===== src/ippc_pkg.sv =====
// ----------------------------------------------------------------------------
// ippc_pkg
// Types and constants shared by the pressure controller modules.
// ----------------------------------------------------------------------------
package ippc_pkg;

   localparam int GAIN_W   = 20;
   localparam int DBAND_W  = 8;
   localparam int LIMIT_W  = 31;
   localparam int CSR_IDX_W  = 3;
   localparam int CSR_DATA_W = 31;
   localparam int TARGET_W = 11;
   localparam int CMD_W    = 16;
   localparam int DRIVE_W  = 13;

   // register indexes
   localparam logic [CSR_IDX_W-1:0] CSR_GAIN_NOW  = 3'd0;
   localparam logic [CSR_IDX_W-1:0] CSR_GAIN_PREV = 3'd1;
   localparam logic [CSR_IDX_W-1:0] CSR_DEAD_BAND = 3'd2;
   localparam logic [CSR_IDX_W-1:0] CSR_OUT_HIGH  = 3'd3;
   localparam logic [CSR_IDX_W-1:0] CSR_OUT_LOW   = 3'd4;

   // item kinds
   localparam logic REQ_SETPOINT = 1'b0;
   localparam logic REQ_SAMPLE   = 1'b1;

   // reset values
   localparam logic [GAIN_W-1:0]   GAIN_NOW_RST  = 20'd254677;
   localparam logic [GAIN_W-1:0]   GAIN_PREV_RST = 20'd79656;
   localparam logic [DBAND_W-1:0]  DEAD_BAND_RST = 8'd5;
   localparam logic [LIMIT_W-1:0]  OUT_HIGH_RST  = 31'd629145600;
   localparam logic [LIMIT_W-1:0]  OUT_LOW_RST   = 31'd262144000;
   localparam logic [TARGET_W-1:0] TARGET_RST    = 11'd620;

   // set-point mapping
   localparam logic [CMD_W-1:0]    SETPOINT_MAX  = 16'd100;
   localparam logic [TARGET_W-1:0] TARGET_BASE   = 11'd620;
   localparam logic [DRIVE_W-1:0]  DRIVE_MAX     = 13'd8191;

   typedef struct packed {
      logic [GAIN_W-1:0]  gain_now;
      logic [GAIN_W-1:0]  gain_prev;
      logic [DBAND_W-1:0] dead_band;
      logic [LIMIT_W-1:0] out_high;
      logic [LIMIT_W-1:0] out_low;
   } cfg_type;

endpackage


===== src/ippc_csr.sv =====
// ----------------------------------------------------------------------------
// ippc_csr
// Configuration register file: write-only, one register per index.
// ----------------------------------------------------------------------------
module ippc_csr (
   input  logic                               clock,
   input  logic                               reset,
   input  logic                               csr_we,
   input  logic [ippc_pkg::CSR_IDX_W-1:0]     csr_index,
   input  logic [ippc_pkg::CSR_DATA_W-1:0]    csr_wdata,
   output ippc_pkg::cfg_type                  cfg
);

   ippc_pkg::cfg_type cfg_ff;
   ippc_pkg::cfg_type cfg_in;

   always_comb begin
      cfg_in = cfg_ff;
      if (csr_we) begin
         case (csr_index)
            ippc_pkg::CSR_GAIN_NOW:  cfg_in.gain_now  = csr_wdata[ippc_pkg::GAIN_W-1:0];
            ippc_pkg::CSR_GAIN_PREV: cfg_in.gain_prev = csr_wdata[ippc_pkg::GAIN_W-1:0];
            ippc_pkg::CSR_DEAD_BAND: cfg_in.dead_band = csr_wdata[ippc_pkg::DBAND_W-1:0];
            ippc_pkg::CSR_OUT_HIGH:  cfg_in.out_high  = csr_wdata[ippc_pkg::LIMIT_W-1:0];
            ippc_pkg::CSR_OUT_LOW:   cfg_in.out_low   = csr_wdata[ippc_pkg::LIMIT_W-1:0];
            default:                 cfg_in = cfg_ff;   // drop unknown index
         endcase
      end
   end

   always_ff @(posedge clock) begin
      if (reset) begin
         cfg_ff.gain_now  <= ippc_pkg::GAIN_NOW_RST;
         cfg_ff.gain_prev <= ippc_pkg::GAIN_PREV_RST;
         cfg_ff.dead_band <= ippc_pkg::DEAD_BAND_RST;
         cfg_ff.out_high  <= ippc_pkg::OUT_HIGH_RST;
         cfg_ff.out_low   <= ippc_pkg::OUT_LOW_RST;
      end else begin
         cfg_ff <= cfg_in;
      end
   end

   assign cfg = cfg_ff;

endmodule


===== src/ippc_step.sv =====
// ----------------------------------------------------------------------------
// ippc_step
// One controller update: set-point mapping, error, dead band, PI sum, clamp, drive scaling.
// ----------------------------------------------------------------------------
module ippc_step #(
   parameter int SAMPLE_BITS = 12,
   parameter int OUT_SHIFT   = 18,
   parameter int ERR_W       = 13
) (
   input  ippc_pkg::cfg_type                  cfg,
   input  logic [ippc_pkg::CMD_W-1:0]         cmd,
   input  logic [SAMPLE_BITS-1:0]             sample,
   input  logic [ippc_pkg::TARGET_W-1:0]      target,
   input  logic signed [ERR_W-1:0]            last_error,
   input  logic [ippc_pkg::LIMIT_W-1:0]       last_output,
   output logic [ippc_pkg::TARGET_W-1:0]      target_next,
   output logic signed [ERR_W-1:0]            error_next,
   output logic [ippc_pkg::LIMIT_W-1:0]       output_next,
   output logic [ippc_pkg::DRIVE_W-1:0]       drive
);

   localparam int PROD_W = ippc_pkg::GAIN_W + 1 + ERR_W;
   localparam int SUM_W  = PROD_W + 2;

   logic [6:0]                         cmd_ok;
   logic signed [ERR_W-1:0]            err;
   logic [ERR_W-1:0]                   mag;
   logic                               hold;
   logic signed [ippc_pkg::GAIN_W:0]   g_now;
   logic signed [ippc_pkg::GAIN_W:0]   g_prev;
   logic signed [PROD_W-1:0]           p_now;
   logic signed [PROD_W-1:0]           p_prev;
   logic signed [SUM_W-1:0]            u_raw;
   logic signed [SUM_W-1:0]            u_sel;
   logic signed [SUM_W-1:0]            lim_hi;
   logic signed [SUM_W-1:0]            lim_lo;
   logic [ippc_pkg::LIMIT_W-1:0]       shifted;

   // set-point: out-of-range commands map to zero
   assign cmd_ok = (cmd > ippc_pkg::SETPOINT_MAX) ? 7'd0 : cmd[6:0];
   assign target_next = ippc_pkg::TARGET_W'(cmd_ok) * 11'd3 + ippc_pkg::TARGET_BASE;

   assign err  = $signed(ERR_W'(target)) - $signed(ERR_W'(sample));
   assign mag  = err[ERR_W-1] ? ERR_W'(-err) : ERR_W'(err);
   assign hold = mag < ERR_W'(cfg.dead_band);

   assign g_now  = $signed({1'b0, cfg.gain_now});
   assign g_prev = $signed({1'b0, cfg.gain_prev});
   assign p_now  = g_now * err;
   assign p_prev = g_prev * last_error;

   assign u_raw = $signed(SUM_W'(last_output)) + SUM_W'(p_now) - SUM_W'(p_prev);
   assign u_sel = hold ? $signed(SUM_W'(last_output)) : u_raw;

   assign lim_hi = $signed(SUM_W'(cfg.out_high));
   assign lim_lo = $signed(SUM_W'(cfg.out_low));

   // upper limit is tested first when the limits cross
   always_comb begin
      if (u_sel > lim_hi) begin
         output_next = cfg.out_high;
      end else if (u_sel < lim_lo) begin
         output_next = cfg.out_low;
      end else begin
         output_next = u_sel[ippc_pkg::LIMIT_W-1:0];
      end
   end

   assign error_next = hold ? '0 : err;

   assign shifted = output_next >> OUT_SHIFT;
   assign drive = (shifted > ippc_pkg::LIMIT_W'(ippc_pkg::DRIVE_MAX)) ?
                  ippc_pkg::DRIVE_MAX : shifted[ippc_pkg::DRIVE_W-1:0];

endmodule


===== src/incremental_pi_pressure_controller_unit.sv =====
// ----------------------------------------------------------------------------
// incremental_pi_pressure_controller_unit
// Velocity-form PI pressure controller with set-point commands and dead band.
// ----------------------------------------------------------------------------
// A pressure sample passes the input stage and then the result register.
// Throughput: one item per cycle while the result side does not stall;
//   the PI update in ippc_step is combinational, so samples run back to back.
// Set-point commands occupy only the input stage and give no result.
// Reset (synchronous, active high) restores the registers and the controller
//   state to their defaults and empties both stages.
// ----------------------------------------------------------------------------
module incremental_pi_pressure_controller_unit #(
   parameter int OUT_SHIFT   = 18,
   parameter int SAMPLE_BITS = 12
) (
   input  logic                                clock,
   input  logic                                reset,
   // input channel
   input  logic                                req_valid,
   output logic                                req_stall,
   input  logic                                req_type,
   input  logic [7:0]                          req_cmd_high,
   input  logic [7:0]                          req_cmd_low,
   input  logic [SAMPLE_BITS-1:0]              req_pressure,
   // result channel
   output logic                                rsp_valid,
   input  logic                                rsp_stall,
   output logic [ippc_pkg::DRIVE_W-1:0]        rsp_drive,
   // configuration port
   input  logic                                csr_we,
   input  logic [ippc_pkg::CSR_IDX_W-1:0]      csr_index,
   input  logic [ippc_pkg::CSR_DATA_W-1:0]     csr_wdata
);

   // error must hold target (up to 11 bits) minus a full-scale sample
   localparam int ERR_W = ((SAMPLE_BITS > ippc_pkg::TARGET_W) ?
                           SAMPLE_BITS : ippc_pkg::TARGET_W) + 1;

   ippc_pkg::cfg_type cfg;

   // input stage
   logic                             s1_valid_ff;
   logic                             s1_valid_in;
   logic                             s1_type_ff;
   logic [ippc_pkg::CMD_W-1:0]       s1_cmd_ff;
   logic [SAMPLE_BITS-1:0]           s1_sample_ff;

   // controller state
   logic [ippc_pkg::TARGET_W-1:0]    target_ff;
   logic [ippc_pkg::TARGET_W-1:0]    target_in;
   logic signed [ERR_W-1:0]          last_error_ff;
   logic signed [ERR_W-1:0]          last_error_in;
   logic [ippc_pkg::LIMIT_W-1:0]     last_output_ff;
   logic [ippc_pkg::LIMIT_W-1:0]     last_output_in;

   // result stage
   logic                             rsp_valid_ff;
   logic                             rsp_valid_in;
   logic [ippc_pkg::DRIVE_W-1:0]     rsp_drive_ff;
   logic [ippc_pkg::DRIVE_W-1:0]     drive_in;

   logic                             req_take;
   logic                             out_free;
   logic                             s1_is_sample;
   logic                             s1_move;
   logic                             rsp_take;

   ippc_csr u_csr (
      .clock     (clock),
      .reset     (reset),
      .csr_we    (csr_we),
      .csr_index (csr_index),
      .csr_wdata (csr_wdata),
      .cfg       (cfg)
   );

   ippc_step #(
      .SAMPLE_BITS (SAMPLE_BITS),
      .OUT_SHIFT   (OUT_SHIFT),
      .ERR_W       (ERR_W)
   ) u_step (
      .cfg         (cfg),
      .cmd         (s1_cmd_ff),
      .sample      (s1_sample_ff),
      .target      (target_ff),
      .last_error  (last_error_ff),
      .last_output (last_output_ff),
      .target_next (target_in),
      .error_next  (last_error_in),
      .output_next (last_output_in),
      .drive       (drive_in)
   );

   // Handshake. The result register is free when empty or being taken.
   // A command in the input stage always retires; a sample retires only
   // into a free result register. Accept a new item whenever the input
   // stage is empty or retiring this cycle.
   assign rsp_take     = rsp_valid_ff && !rsp_stall;
   assign out_free     = !rsp_valid_ff || !rsp_stall;
   assign s1_is_sample = (s1_type_ff == ippc_pkg::REQ_SAMPLE);
   assign s1_move      = s1_valid_ff && (!s1_is_sample || out_free);
   assign req_stall    = s1_valid_ff && !s1_move;
   assign req_take     = req_valid && !req_stall;

   assign s1_valid_in  = req_take || (s1_valid_ff && !s1_move);
   assign rsp_valid_in = (s1_move && s1_is_sample) || (rsp_valid_ff && !rsp_take);

   always_ff @(posedge clock) begin
      if (reset) begin
         s1_valid_ff  <= 1'b0;
         rsp_valid_ff <= 1'b0;
      end else begin
         s1_valid_ff  <= s1_valid_in;
         rsp_valid_ff <= rsp_valid_in;
      end
   end

   // load the input stage on accept, otherwise hold
   always_ff @(posedge clock) begin
      if (req_take) begin
         s1_type_ff   <= req_type;
         s1_cmd_ff    <= {req_cmd_high, req_cmd_low};
         s1_sample_ff <= req_pressure;
      end
   end

   // Advance the controller state as the item retires: a command writes the
   // target, a sample writes the stored error and output.
   always_ff @(posedge clock) begin
      if (reset) begin
         target_ff      <= ippc_pkg::TARGET_RST;
         last_error_ff  <= '0;
         last_output_ff <= '0;
      end else if (s1_move) begin
         if (s1_is_sample) begin
            last_error_ff  <= last_error_in;
            last_output_ff <= last_output_in;
         end else begin
            target_ff <= target_in;
         end
      end
   end

   // capture the drive value alongside its valid
   always_ff @(posedge clock) begin
      if (s1_move && s1_is_sample) begin
         rsp_drive_ff <= drive_in;
      end
   end

   assign rsp_valid = rsp_valid_ff;
   assign rsp_drive = rsp_drive_ff;

endmodule


===== config.mk =====
export PLATFORM = sky130hd
export DESIGN_NAME = incremental_pi_pressure_controller_unit
export DESIGN_NICKNAME = d
export VERILOG_FILES = /design/src/ippc_pkg.sv /design/src/ippc_csr.sv /design/src/ippc_step.sv /design/src/incremental_pi_pressure_controller_unit.sv
export SDC_FILE = /design/constraint.sdc
export NUM_CORES = 2
export LEC_CHECK = 0
export BUFFER_PORTS_ARGS = -buffer_cell sky130_fd_sc_hd__buf_4
export CAP_MARGIN = 10
export CORE_AREA = 5 5 296 298
export CTS_BUF_LIST = sky130_fd_sc_hd__clkbuf_16
export CTS_CLUSTER_SIZE = 16
export DETAILED_ROUTE_END_ITERATION = 6
export DIE_AREA = 0 0 301 303
export SYNTH_ARGS = -nofsm -noshare
export SYNTH_HDL_FRONTEND = slang
export SYNTH_SLANG_ARGS = --single-unit

===== constraint.sdc =====
create_clock -name clock -period 9.3 [get_ports clock]
set_input_delay 0.93 -clock clock [delete_from_list [all_inputs] [get_ports clock]]
set_output_delay 0.93 -clock clock [all_outputs]
set_load 0.02 [all_outputs]

==> out/summary.txt <==
Worst EP required - 9.77 ns
most frequent cells after synthesis - inv_1 (588), nand2_1 (558), fa_1 (510)
status - finished, violations left
vias - 23,700
RSZ-0062 raised after global routing - true
slowest stage delay, CP - 0.59 ns
fin crit period - 10.43 ns
clk_lat worst skew - 0.59 ns
Synth area leaders - fa_1 (35%), dfxtp_1 (11%), ha_1 (11%), inv_1 (7.5%), nand2_1 (7.1%)
Synth area leader - fa_1
NumNets Final - 4,431
Worst Skew - 0.0274 ns
DR WL/cell - 19.1 um
GRT Overall Usage - 0.199
Primary FF master, synth - dfxtp_1
cell count along the critical path - 44
Worst path slowest cell - fa_2
Layout area overhead - 21.4%
first-pass GRT wire length - 141 mm
TritonCTS buffer count - 27
critical path peak fanout - 5
clock slew at reported path FFs - 0.06 ns
FFs w/ async S/R, synth - 0
Synth cell types - 83
sequential share of the synthesized area - 0.156
Least-Margin Pin Slew - 1.22 ns
Diodes inserted - 0
core area - 84,600 um^2
routability cong. - 0.935
Yosys reg bits - 207
Metal-1 WL - 38.9 mm
die area - 91,200 um^2
top layer reached by signal wires - met4
share of Yosys cell area claimed by the top area cell type - 0.348
relative slew slack - 0.187
detailed placement HPWL - 73.0 mm
failing checks - negative setup slack
startpoint types - flop
vias per cell - 4.97
WL met3 - 5.04 mm
Max Clk Rate - 95.9 MHz
layout cell share with drive strength beyond 1 - 0.184
final worst slack - -1.13 ns
Slew Limit Fails - 0
final critical-path share of the clock period - 1.12
DRC violations left - 0
Worst Setup End Kind - flop
setup_tns - -45.27 ns
die width - 301 um
DR pass1 iterations - 5
reported max-cap violation count - 0
Routed Antenna Nets - 0
Clock Tree Root - clkbuf_16
critical path class - flop to flop
hold depth - 2
hold buffer count at cts - 0
largest net degree at the start of global routing - 68
Die Ht - 303 um
Post-Synthesis Cell Area - 29,300 um^2
Post-Syn Instances - 3,297
DR WL met2 - 44.2 mm
top-count cell post-synth - inv_1
synth warn - 0
critical path buffer and inverter count - 10
Top-Level Pins - 83
CTS Sinks - 207
Synth Net Count - 4,132
H-tree depth - 1
average size of a mapped cell - 8.90 um^2
CTS max path bufs - 3
First DRT Iteration DRCs - 1,652
WL final - 91.0 mm
CP top delay family - adder cells
vias in the first global route - 24,200
Hold Crit Class - flop to flop
row count - 107
Hold Vio Cnt, Final - 0
number of flops mapped to enable cells by yosys - 42
CP dominant cell by count - fa_1
# setup viols final - 44
Hold Slack - 0.468 ns
initial antenna violation count - 0
Initial Util - 0.347
R2R cell count - 44
PortBufs - 82
CP arrival - 10.90 ns
CTS tree - yes
GRT Residual Overflow - 0
==> path summary, 6_finish.rpt <==
kind,from,endpoint,slack [ns]
max,s1_sample_ff[0]$_DFFE_PP_,last_output_ff[17]$_SDFFE_PP0P_,-1.13
min,u_csr.cfg[30]$_SDFFE_PP0P_,u_csr.cfg[30]$_SDFFE_PP0P_,0.47
min reg2reg,u_csr.cfg[30]$_SDFFE_PP0P_,u_csr.cfg[30]$_SDFFE_PP0P_,0.47
max reg2reg,s1_sample_ff[0]$_DFFE_PP_,last_output_ff[17]$_SDFFE_PP0P_,-1.13
==> metal layers <==
metal  vias up  global-route usage
met1     12000               0.270
met4         0              0.0543
li1      10900                   -
met3       135              0.0201
met2       689               0.342
met5         -                   0
==> area by class of cell <==
type                            instances  area [um^2]
Inverter                              588         2210
Multi-Input combinational cell       2340        23000
Timing Repair Buffer                  432         3590
Tap cell                             1144         1430
Clock buffer                           27          676
Fill cell                            8407        49000
Sequential cell                       207         4570
Clock inverter                         23          184
==> registers in the layout, summed over array words and instances, names as in the netlist <==
name            cells
u_csr.cfg         110
last_output_ff     31
s1_cmd_ff          16
last_error_ff      13
rsp_drive          13
s1_sample_ff       12
target_ff           9
rsp_valid           1
s1_is_sample        1
s1_valid_ff         1
==> stage by stage <==
stage,util,cells,instance area (um^2),setup slack (ns)
after floorplan,-,3297,29600,-0.367
after global placement,0.395,4668,33400,-1.47
after detailed placement,0.395,4668,33400,-1.70
after CTS,0.413,4743,34900,-1.03
after global routing,0.421,4761,35600,-1.39
final,0.421,4761,35600,-1.13
==> cell families after synthesis <==
kind of cell | synth area share
flip-flops | 0.156
multiplexers | 0.0144
AO/OA/AOI/OAI | 0.0877
buffers and inverters | 0.0971
AND/OR/NAND/NOR | 0.171
XOR/XNOR | 0.0169
adder cells (fa/ha/maj) | 0.458
==> cells in the final DEF (no fill, tap or decap), types with 7 or more instances in the layout <==
cell type / instances
inv_1: 587
nand2_1: 546
fa_1: 507
buf_4: 393
ha_1: 243
and2_1: 202
dfxtp_1: 164
a21oi_1: 139
nor2_1: 125
nand3_1: 50
edfxtp_1: 42
nand2b_1: 33
a21o_1: 31
clkbuf_16: 30
a21oi_2: 25
xnor2_1: 25
o21ai_1: 24
o21ai_0: 21
o211ai_1: 19
and3_1: 19
buf_6: 18
a31oi_1: 16
xor2_1: 16
nor2b_1: 16
buf_12: 16
nor3_1: 15
nand4_1: 15
o21a_1: 14
mux2_4: 13
mux2i_1: 13
ha_4: 13
a22oi_2: 11
mux2_2: 10
nand2_2: 10
inv_2: 8
o221a_1: 8
a211o_1: 7
o221a_4: 7
==> worst min-delay path, stage by stage (launching register included) <==
cell,delay (ns)
dfxtp_1,0.32
nand2_1,0.05
a21oi_1,0.05
==> what timing repair did <==
| item | CTS | global route |
|---|---|---|
| resized for setup | 81 | 104 |
| endpoints found under the setup margin | 44 | 44 |
| cloned | 4 | 5 |
| pin swaps | 38 | 39 |
| buffers inserted | 21 | 21 |
Power is left out: the tool's default activity adds up to more than one toggle a clock period on the data nets, which glitch-free logic cannot reach.
